File: config.mk
export PLATFORM = sky130hd
export DESIGN_NAME = acpd_cfg
export DESIGN_NICKNAME = d
export VERILOG_FILES = /design/src/rtl/acpd_pkg.sv /design/src/rtl/acpd_cfg.sv
export SDC_FILE = /design/constraint.sdc
export NUM_CORES = 1
export LEC_CHECK = 0
export ABC_AREA = 1
export BUFFER_PORTS_ARGS = -buffer_cell sky130_fd_sc_hd__buf_2
export CAP_MARGIN = 20
export CELL_PAD_IN_SITES_DETAIL_PLACEMENT = 1
export CELL_PAD_IN_SITES_GLOBAL_PLACEMENT = 1
export CORE_MARGIN = 5
export CORE_UTILIZATION = 38
export CTS_CLUSTER_DIAMETER = 30
export DETAILED_ROUTE_END_ITERATION = 8
export PLACE_DENSITY_LB_ADDON = 0.1
export REMOVE_ABC_BUFFERS = 1
export SLEW_MARGIN = 20
export SYNTH_ARGS = -nofsm -noshare
export SYNTH_HDL_FRONTEND = slang
export SYNTH_SLANG_ARGS = --single-unit
File: constraint.sdc
create_clock -name clk -period 2.1 [get_ports clk]
set_input_delay 0.105 -clock clk [delete_from_list [all_inputs] [get_ports clk]]
set_output_delay 0.105 -clock clk [all_outputs]
set_load 0.01 [all_outputs]
File: src/rtl/acpd_pkg.sv
// shared types and constants for the audio clock pi discipline block
`timescale 1ns / 1ps
package acpd_pkg;

	// scratch width of the serial datapath
	localparam int WW     = 192;
	localparam int CNT_W  = $clog2(WW);
	// divisor width: 1e9 times the largest sample rate
	localparam int DIV_W  = 50;

	localparam logic [31:0] ONE_Q30     = 32'h4000_0000;
	localparam logic [29:0] NS_PER_S    = 30'd1000000000;
	localparam logic [46:0] ERR_MAX     = 47'h7FFF_FFFF_FFFF;
	localparam logic [19:0] RATE_RESET  = 20'd48000;
	localparam logic [63:0] SIGN64      = 64'h8000_0000_0000_0000;

	// request codes
	localparam logic [1:0] REQ_START    = 2'd0;
	localparam logic [1:0] REQ_STOP     = 2'd1;
	localparam logic [1:0] REQ_CALLBACK = 2'd2;
	localparam logic [1:0] REQ_QUERY    = 2'd3;

	// register indexes
	localparam logic [1:0] REG_RATE     = 2'd0;
	localparam logic [1:0] REG_PGAIN    = 2'd1;
	localparam logic [1:0] REG_IGAIN    = 2'd2;
	localparam logic [1:0] REG_MAXDEV   = 2'd3;

	typedef struct packed {
		logic [19:0] sample_rate_hz;
		logic [31:0] prop_gain;
		logic [31:0] integ_gain;
		logic [29:0] max_gamma_dev;
	} cfg_t;

	typedef struct packed {
		logic        running;
		logic [31:0] ratio;
	} stat_t;

	typedef struct packed {
		logic          neg;
		logic [WW-1:0] mag;
	} sadd_t;

endpackage

File: src/rtl/acpd_cfg.sv
// configuration register file behind the apb-style port
`timescale 1ns / 1ps
module acpd_cfg (
	input  logic                 clk,
	input  logic                 arst_n,
	input  logic                 psel,
	input  logic                 penable,
	input  logic                 pwrite,
	input  logic [3:0]           paddr,
	input  logic [31:0]          pwdata,
	output logic [31:0]          prdata,
	output acpd_pkg::cfg_t       cfg
);
	import acpd_pkg::*;

	cfg_t cfg_q;
	logic wr_en;

	assign wr_en = psel && penable && pwrite;
	assign cfg   = cfg_q;

	// register writes
	always_ff @(posedge clk or negedge arst_n) begin
		if (!arst_n) begin
			cfg_q.sample_rate_hz <= RATE_RESET;
			cfg_q.prop_gain      <= '0;
			cfg_q.integ_gain     <= '0;
			cfg_q.max_gamma_dev  <= '0;
		end else if (wr_en) begin
			case (paddr[3:2])
				REG_RATE:   cfg_q.sample_rate_hz <= pwdata[19:0];
				REG_PGAIN:  cfg_q.prop_gain      <= pwdata;
				REG_IGAIN:  cfg_q.integ_gain     <= pwdata;
				REG_MAXDEV: cfg_q.max_gamma_dev  <= pwdata[29:0];
				default: ;
			endcase
		end
	end

	// read mux
	always_comb begin
		case (paddr[3:2])
			REG_RATE:   prdata = {12'b0, cfg_q.sample_rate_hz};
			REG_PGAIN:  prdata = cfg_q.prop_gain;
			REG_IGAIN:  prdata = cfg_q.integ_gain;
			REG_MAXDEV: prdata = {2'b0, cfg_q.max_gamma_dev};
			default:    prdata = '0;
		endcase
	end

endmodule

* After elaboration in Yosys (flattened, before gate mapping)
Index checks and enable logic that the tools add are counted.
** Storage, ports and cells
- Bits in registers :: 114
- Latch bits :: 0
- Memory bits (writable) :: 0
- Memory bits (read-only) :: 0
- Input port bits :: 41
- Output and inout port bits :: 146
- Logic and storage cells :: 15
- Memories :: 0
** Operators by class
- Add/sub/neg operators :: 0
- Multipliers :: 0
- Divide/modulo/power cells :: 0
- Order comparisons :: 0
- Eq/ne operators :: 3
- Shift-type cells :: 0
- Multiplexer cells :: 1
- Bitwise logic cells :: 0
- Reduce and logical (&&, ||, !) cells :: 7
** Operators by type and width (count)
- one-hot mux 32 bit (4 select lines) :: 1
- AND reduction 2 bit :: 4
- == test 2 bit, second input constant :: 2
- == test 2 x 1 -> 1 bit, second input constant :: 1
- logical AND 1 bit :: 2
- logical NOT 2 bit :: 1

* Depth between registers and ports, before layout
Gate-level depths: netlist of the first run.
- Word-level depth :: 3
- Depth in mapped cells :: 8
- Depth with buffers taken out :: 6

* Worst setup path before layout of the first run
OpenSTA, ideal clock, no wires.
- Path kind :: in2out
- Start :: input paddr[2]
- End :: output prdata[11]
- Arrival :: 0.786 ns
- Required time :: 1.995 ns
- Slack :: 1.209 ns
- Stages :: 5
- Buffers on the path :: 2
- Path through :: buf_6 -> inv_2 -> clkbuf_1 -> nand3_1 -> nand4_1
** On the way
- Word-level cells in the longest chain between the ends :: 2
- Elaborated cells between the ends (all ways) :: 5
- Classes of those cells :: eq/ne (3); mux (1); reduce/logical (1)
** Ends and longest elaborated chain
- start, declared :: line acpd_cfg.sv:9 : input logic [3:0] paddr,
- == test 2 bit (tied with other cells) :: line acpd_cfg.sv:42 : case (paddr[3:2])
- one-hot mux 32 bit (4 select lines) * :: line acpd_cfg.sv:42
- end, declared :: line acpd_cfg.sv:11 : output logic [31:0] prdata,
Every way passes the cells marked *; elsewhere a longest branch is shown, timed or not.

* Worst setup path in the final report of the first run
- Start :: input paddr[2]
- End :: register cfg_q, in the netlist cfg[45]
** On the way
- Word-level cells in the longest chain between the ends :: 2
** Ends and longest elaborated chain
- == test 2 bit :: line acpd_cfg.sv:30 : case (paddr[3:2])
- AND reduction 2 bit (no line)
- end, declared :: line acpd_cfg.sv:16 : cfg_t cfg_q;
Every way passes these cells.
A chain may end at the register's enable or synchronous reset.

==> results of run 1 <==
[kinds of logic (layout without fill, tap and decap cells)]
| group | after synthesis | after routing |
|---|---|---|
| buffers and inverters | 47 | 273 |
| DFF | 114 | 114 |
| and+or+nand+nor | 504 | 504 |
[synth_stat cells (all sizes together)]
| library cell | number | share of area |
|---|---|---|
| nor2 | 6 | 0.0091 |
| nand3 | 71 | 0.069 |
| clkbuf | 12 | 0.0086 |
| inv | 6 | 0.0048 |
| dfstp | 7 | 0.035 |
| dfrtp | 107 | 0.51 |
| nand2 | 407 | 0.30 |
| nand4 | 20 | 0.024 |
| buf | 29 | 0.041 |
[worst max-delay path: stages]
cell	delay [ns]
buf_2	0.17
inv_2	0.20
nand2_2	0.11
inv_2	0.25
nand2_2	0.54
nand2_1	0.21
nand2_1	0.07
[cell type report]
type	count	area (µm²)
repair buffers	235	1400
fillers	1680	6080
multi-input cells	504	2090
clock buffers	20	467
clock inverters	12	203
well taps	176	220
flip-flops and latches	114	2860
inverters	6	25.0
[how the worst max path moves through the flow]
stage	start	endpoint	depth (start not counted)
finish	paddr[2]	cfg[45]	7
detailed placement	paddr[2]	cfg[36]	7
floorplan	paddr[3]	cfg[100]	4
global route	paddr[2]	cfg[36]	7
global placement	paddr[2]	cfg[40]	7
CTS	paddr[2]	cfg[45]	7
[power groups by stage]
| stage | Clock (mW) | Sequential, mW | Combinational [mW] |
|---|---|---|---|
| 2_1_floorplan | 0 | 3.23 | 0.566 |
| 3_3_place_gp | 0 | 3.08 | 1.64 |
| 3_5_place_dp | 0 | 3.10 | 1.69 |
| 4_1_cts | 3.29 | 3.08 | 1.75 |
| 5_1_grt | 3.40 | 3.15 | 1.91 |
| 6_report | 3.26 | 3.08 | 1.72 |
[what timing repair did]
item                                   CTS  global route
endpoints found under the hold margin  144             0
gates resized for setup                  0             0
hold buffers                            33             0
[per-layer routing]
metal | vias to the layer above | share of wire | track usage | wire length [µm]
met4 | 0 | 0.0099 | 0.0580 | 194
met2 | 190 | 0.51 | 0.441 | 9940
met1 | 2747 | 0.42 | 0.311 | 8220
met5 | - | 0 | 0 | 0
met3 | 20 | 0.059 | 0.0501 | 1150
li1 | 2517 | - | - | -
==> impl_metrics.env, run 1 <==
export IMPL_status="finished clean"
export IMPL_finalWorstSetupSlack_ns=0.707
export IMPL_cts_tree="yes"
export IMPL_switching_share=0.308
export IMPL_dpl_cell_area_um2=6260
export IMPL_reg2reg_to="cfg[107]"
export IMPL_p_sw_mw=2.48
export IMPL_largest_register_ffs=114
export IMPL_r2r_start="cfg[107]"
export IMPL_core_region_area_um2=13300
export IMPL_vdd_drop_max_mv=0.617
export IMPL_leakage_nw=4.09
export IMPL_comb_power_share=0.213
export IMPL_rsz0062_at_grt="false"
export IMPL_dp_cells=1002
export IMPL_finalSetupTns_ns=0
export IMPL_worstMarginPinSlew_ns=0.793
export IMPL_initial_core_util=0.391
export IMPL_cp_max_fo=32
export IMPL_ys_seq_area_frac=0.548
export IMPL_synth_mux_area_frac=0
export IMPL_die_area_um2=16200
export IMPL_layout_cells_non_filler=1067
export IMPL_reg2regPathDepth=2
export IMPL_clkTransAtPathRegs_ns=0.05
export IMPL_slew_violations=0
export IMPL_numCtsBuffers=17
export IMPL_grt_total_usage=0.248
export IMPL_start_kind="input pin"
export IMPL_diodes=0
export IMPL_cts_buffer_depth=2
export IMPL_hp_class="in2async"
export IMPL_ys_warnings_count=0
export IMPL_die_width_um=127
export IMPL_grt_overflow_total=0
export IMPL_final_area_um2=7260
export IMPL_final_util=0.544
export IMPL_ys_seq_elements=114
export IMPL_synth_simple_area_share=0.398
export IMPL_critPathKind="in2reg"
export IMPL_synthesis_area_um2=5220
export IMPL_dp_hpwl_mm=13.0
export IMPL_wl_per_cell_um=18.3
export IMPL_synth_compound_area_frac=0
export IMPL_area_delta_synth_final_pct=39.2
export IMPL_final_cell_mix="nand2_1 (403), buf_2 (183), dfrtp_1 (107)"
export IMPL_synth_top_family_by_area="simple AND/OR/NAND/NOR gates"
export IMPL_row_count=42
export IMPL_cp_end_kind="register"
export IMPL_nets=919
export IMPL_ant_nets=0
export IMPL_p_per_area_nw_per_um2=1110
export IMPL_worstSkewPairLatency_ns=0.40
export IMPL_num_vias=5474
export IMPL_first_pass_iters=5
export IMPL_slew_headroom=0.469
export IMPL_synth_avg_cell_area_um2=7.85
export IMPL_layout_drive_gt1_share=0.288
export IMPL_port_buffers=184
export IMPL_final_setup_skew_ns=0
export IMPL_dieHeight_um=127
export IMPL_ctsRootBufferMaster="clkbuf_16"
export IMPL_place_gp_congestion=0.789
export IMPL_synthCells=665
export IMPL_finalHoldViolCount=0
export IMPL_grt_pass1_vias=5928
export IMPL_synthAdderAreaFrac=0
export IMPL_hold_ws_ns=0.209
export IMPL_max_cap_violations=0
export IMPL_p_int_mw=5.57
export IMPL_drt_iter0_drc=293
export IMPL_worstPathArrival_ns=1.69
export IMPL_num_io_pins=187
export IMPL_antenna_found_initial=0
export IMPL_dp_slack_ns=0.252
export IMPL_rrSetupSlack_ns=1.37
export IMPL_p_clk_frac=0.405
export IMPL_critical_path_required_ns=2.39
export IMPL_finalPower_mw=8.06
export IMPL_vias_per_cell=5.13
export IMPL_finalCritPeriodShare=0.664
export IMPL_setup_violations_final=0
export IMPL_synth_xor_area_share=0
export IMPL_drc=0
export IMPL_grt_start_max_net_pins=56
export IMPL_final_common_cell="nand2_1"
export IMPL_wirelength_mm=19.5
export IMPL_period_needed_ns=1.39
export IMPL_pwr_share_seq=0.382
export IMPL_cts_sinks=114
export IMPL_synth_distinct_cells=18
export IMPL_htreeDepth=4
export IMPL_grt_first_pass_wirelength_mm=31.5
export IMPL_fmax_mhz=718
export IMPL_postCtsSetupRepairBufs=0
Power figures use the tool's default switching activity.
==> run 2: changes to the inputs <==
--- a/config.mk
+++ b/config.mk
@@ -11,7 +11,7 @@
 export CELL_PAD_IN_SITES_DETAIL_PLACEMENT = 1
 export CELL_PAD_IN_SITES_GLOBAL_PLACEMENT = 1
 export CORE_MARGIN = 5
-export CORE_UTILIZATION = 38
+export CORE_UTILIZATION = 35
 export CTS_CLUSTER_DIAMETER = 30
 export DETAILED_ROUTE_END_ITERATION = 8
 export PLACE_DENSITY_LB_ADDON = 0.1
==> constraint.sdc (replaced) <==
create_clock -name clk -period 1.37 [get_ports clk]
set_input_delay 0.0685 -clock clk [delete_from_list [all_inputs] [get_ports clk]]
set_output_delay 0.0685 -clock clk [all_outputs]
set_load 0.01 [all_outputs]
==> impl_metrics.env, run 2 (synthesized netlist as in run 1, its figures left out) <==
export IMPL_vdd_drop_max_mv=0.768
export IMPL_final_setup_skew_ns=0
export IMPL_dp_hpwl_mm=13.7
export IMPL_wl_per_cell_um=18.3
export IMPL_drc=0
export IMPL_max_cap_violations=0
export IMPL_start_kind="register"
export IMPL_dieHeight_um=132
export IMPL_hp_class="in2async"
export IMPL_grt_start_max_net_pins=41
export IMPL_critical_path_required_ns=1.30
export IMPL_clkTransAtPathRegs_ns=0.05
export IMPL_row_count=44
export IMPL_diodes=0
export IMPL_cp_max_fo=3
export IMPL_cp_end_kind="primary output"
export IMPL_wirelength_mm=19.9
export IMPL_ctsRootBufferMaster="clkbuf_16"
export IMPL_ant_nets=0
export IMPL_die_area_um2=17500
export IMPL_layout_drive_gt1_share=0.295
export IMPL_status="finished clean"
export IMPL_cts_tree="yes"
export IMPL_largest_register_ffs=114
export IMPL_p_per_area_nw_per_um2=1580
export IMPL_drt_iter0_drc=307
export IMPL_finalPower_mw=11.6
export IMPL_num_vias=5414
export IMPL_grt_total_usage=0.233
export IMPL_worstPathArrival_ns=1.24
export IMPL_dpl_cell_area_um2=6420
export IMPL_slew_violations=0
export IMPL_grt_overflow_total=0
export IMPL_final_common_cell="nand2_1"
export IMPL_antenna_found_initial=0
export IMPL_nets=932
export IMPL_grt_pass1_vias=5944
export IMPL_cts_sinks=114
export IMPL_first_pass_iters=4
export IMPL_die_width_um=132
export IMPL_setup_violations_final=0
export IMPL_core_region_area_um2=14600
export IMPL_cts_buffer_depth=2
export IMPL_critPathKind="reg2out"
export IMPL_numCtsBuffers=17
export IMPL_final_area_um2=7330
export IMPL_period_needed_ns=1.31
export IMPL_place_gp_congestion=0.764
export IMPL_port_buffers=184
export IMPL_worstSkewPairLatency_ns=0.41
export IMPL_rsz0062_at_grt="false"
export IMPL_slew_headroom=0.685
export IMPL_finalCritPeriodShare=0.954
export IMPL_area_delta_synth_final_pct=40.4
export IMPL_finalSetupTns_ns=0
export IMPL_finalHoldViolCount=0
export IMPL_htreeDepth=4
export IMPL_num_io_pins=187
export IMPL_hold_ws_ns=0.111
export IMPL_leakage_nw=4.14
export IMPL_initial_core_util=0.358
export IMPL_fmax_mhz=765
export IMPL_final_cell_mix="nand2_1 (403), buf_2 (183), dfrtp_1 (107)"
export IMPL_vias_per_cell=4.98
export IMPL_worstMarginPinSlew_ns=0.472
export IMPL_grt_first_pass_wirelength_mm=32.7
==> run 2: cell types whose count changed in the layout (fill, tap and decap cells not counted), sizes merged <==
cell	delta
buf	+13
bufinv	-5
clkbuf	+9
clkinv	+1
clkinvlp	-4
inv	-1
==> run 2: layout make-up <==
cell class | instances | area (µm²)
Clock buffer | 29 | 561
Clock inverter | 3 | 15.0
Fill cell | 1809 | 7260
Inverter | 6 | 25.0
Multi-Input combinational cell | 504 | 2090
Sequential cell | 114 | 2860
Tap cell | 184 | 230
Timing Repair Buffer | 248 | 1550
==> run 2: critical path, cell delays in order, from the launching register on <==
cell and delay [ns]:
dfstp_2 0.55, nand2_1 0.07, nand4_1 0.07, buf_2 0.14
==> run 2: worst paths after layout <==
| check | startpoint | to | slack, ns | cells after the start |
|---|---|---|---|---|
| worst max-delay path | cfg[101] | prdata[7] | 0.06 | 3 |
| worst min-delay path | arst_n | cfg[41] | 0.11 | 2 |
| worst max register to register | cfg[103] | cfg[103] | 0.64 | 2 |
| worst min register to register | cfg[107] | cfg[107] | 0.47 | 2 |
| max in group asynchronous | arst_n | cfg[107] | 0.66 | 3 |
| min in group clk | pwrite | cfg[47] | 0.25 | 6 |
==> run 2: metal layers <==
layer  share of wire  track usage  wire length (µm)
met1            0.44        0.301              8760
met2            0.49        0.390              9710
met3           0.063       0.0615              1250
met4           0.011       0.0611               215
met5               0            0                 0
==> run 2: through the flow <==
step / std cells / worst slack (ns) / util
final: 1088 / 0.0633 / 0.502
after global routing: 1088 / 0.000297 / 0.502
after CTS: 1088 / 0.0530 / 0.502
after detailed placement: 1023 / 0.143 / 0.440
after global placement: 1023 / 0.191 / 0.440
after floorplan: 624 / -0.158 / -
==> run 2: timing repair <==
action,in CTS,in global routing
hold buffers,33,0
buffers inserted,0,0
endpoints found under the hold margin,222,0
resized for setup,0,0
==> run 2: where the power goes <==
part / switching (mW) / internal (mW) / total [mW]
Clock: 1.47 / 2.74 / 4.21
Sequential: 0.618 / 4.10 / 4.72
Combinational: 1.56 / 1.11 / 2.67
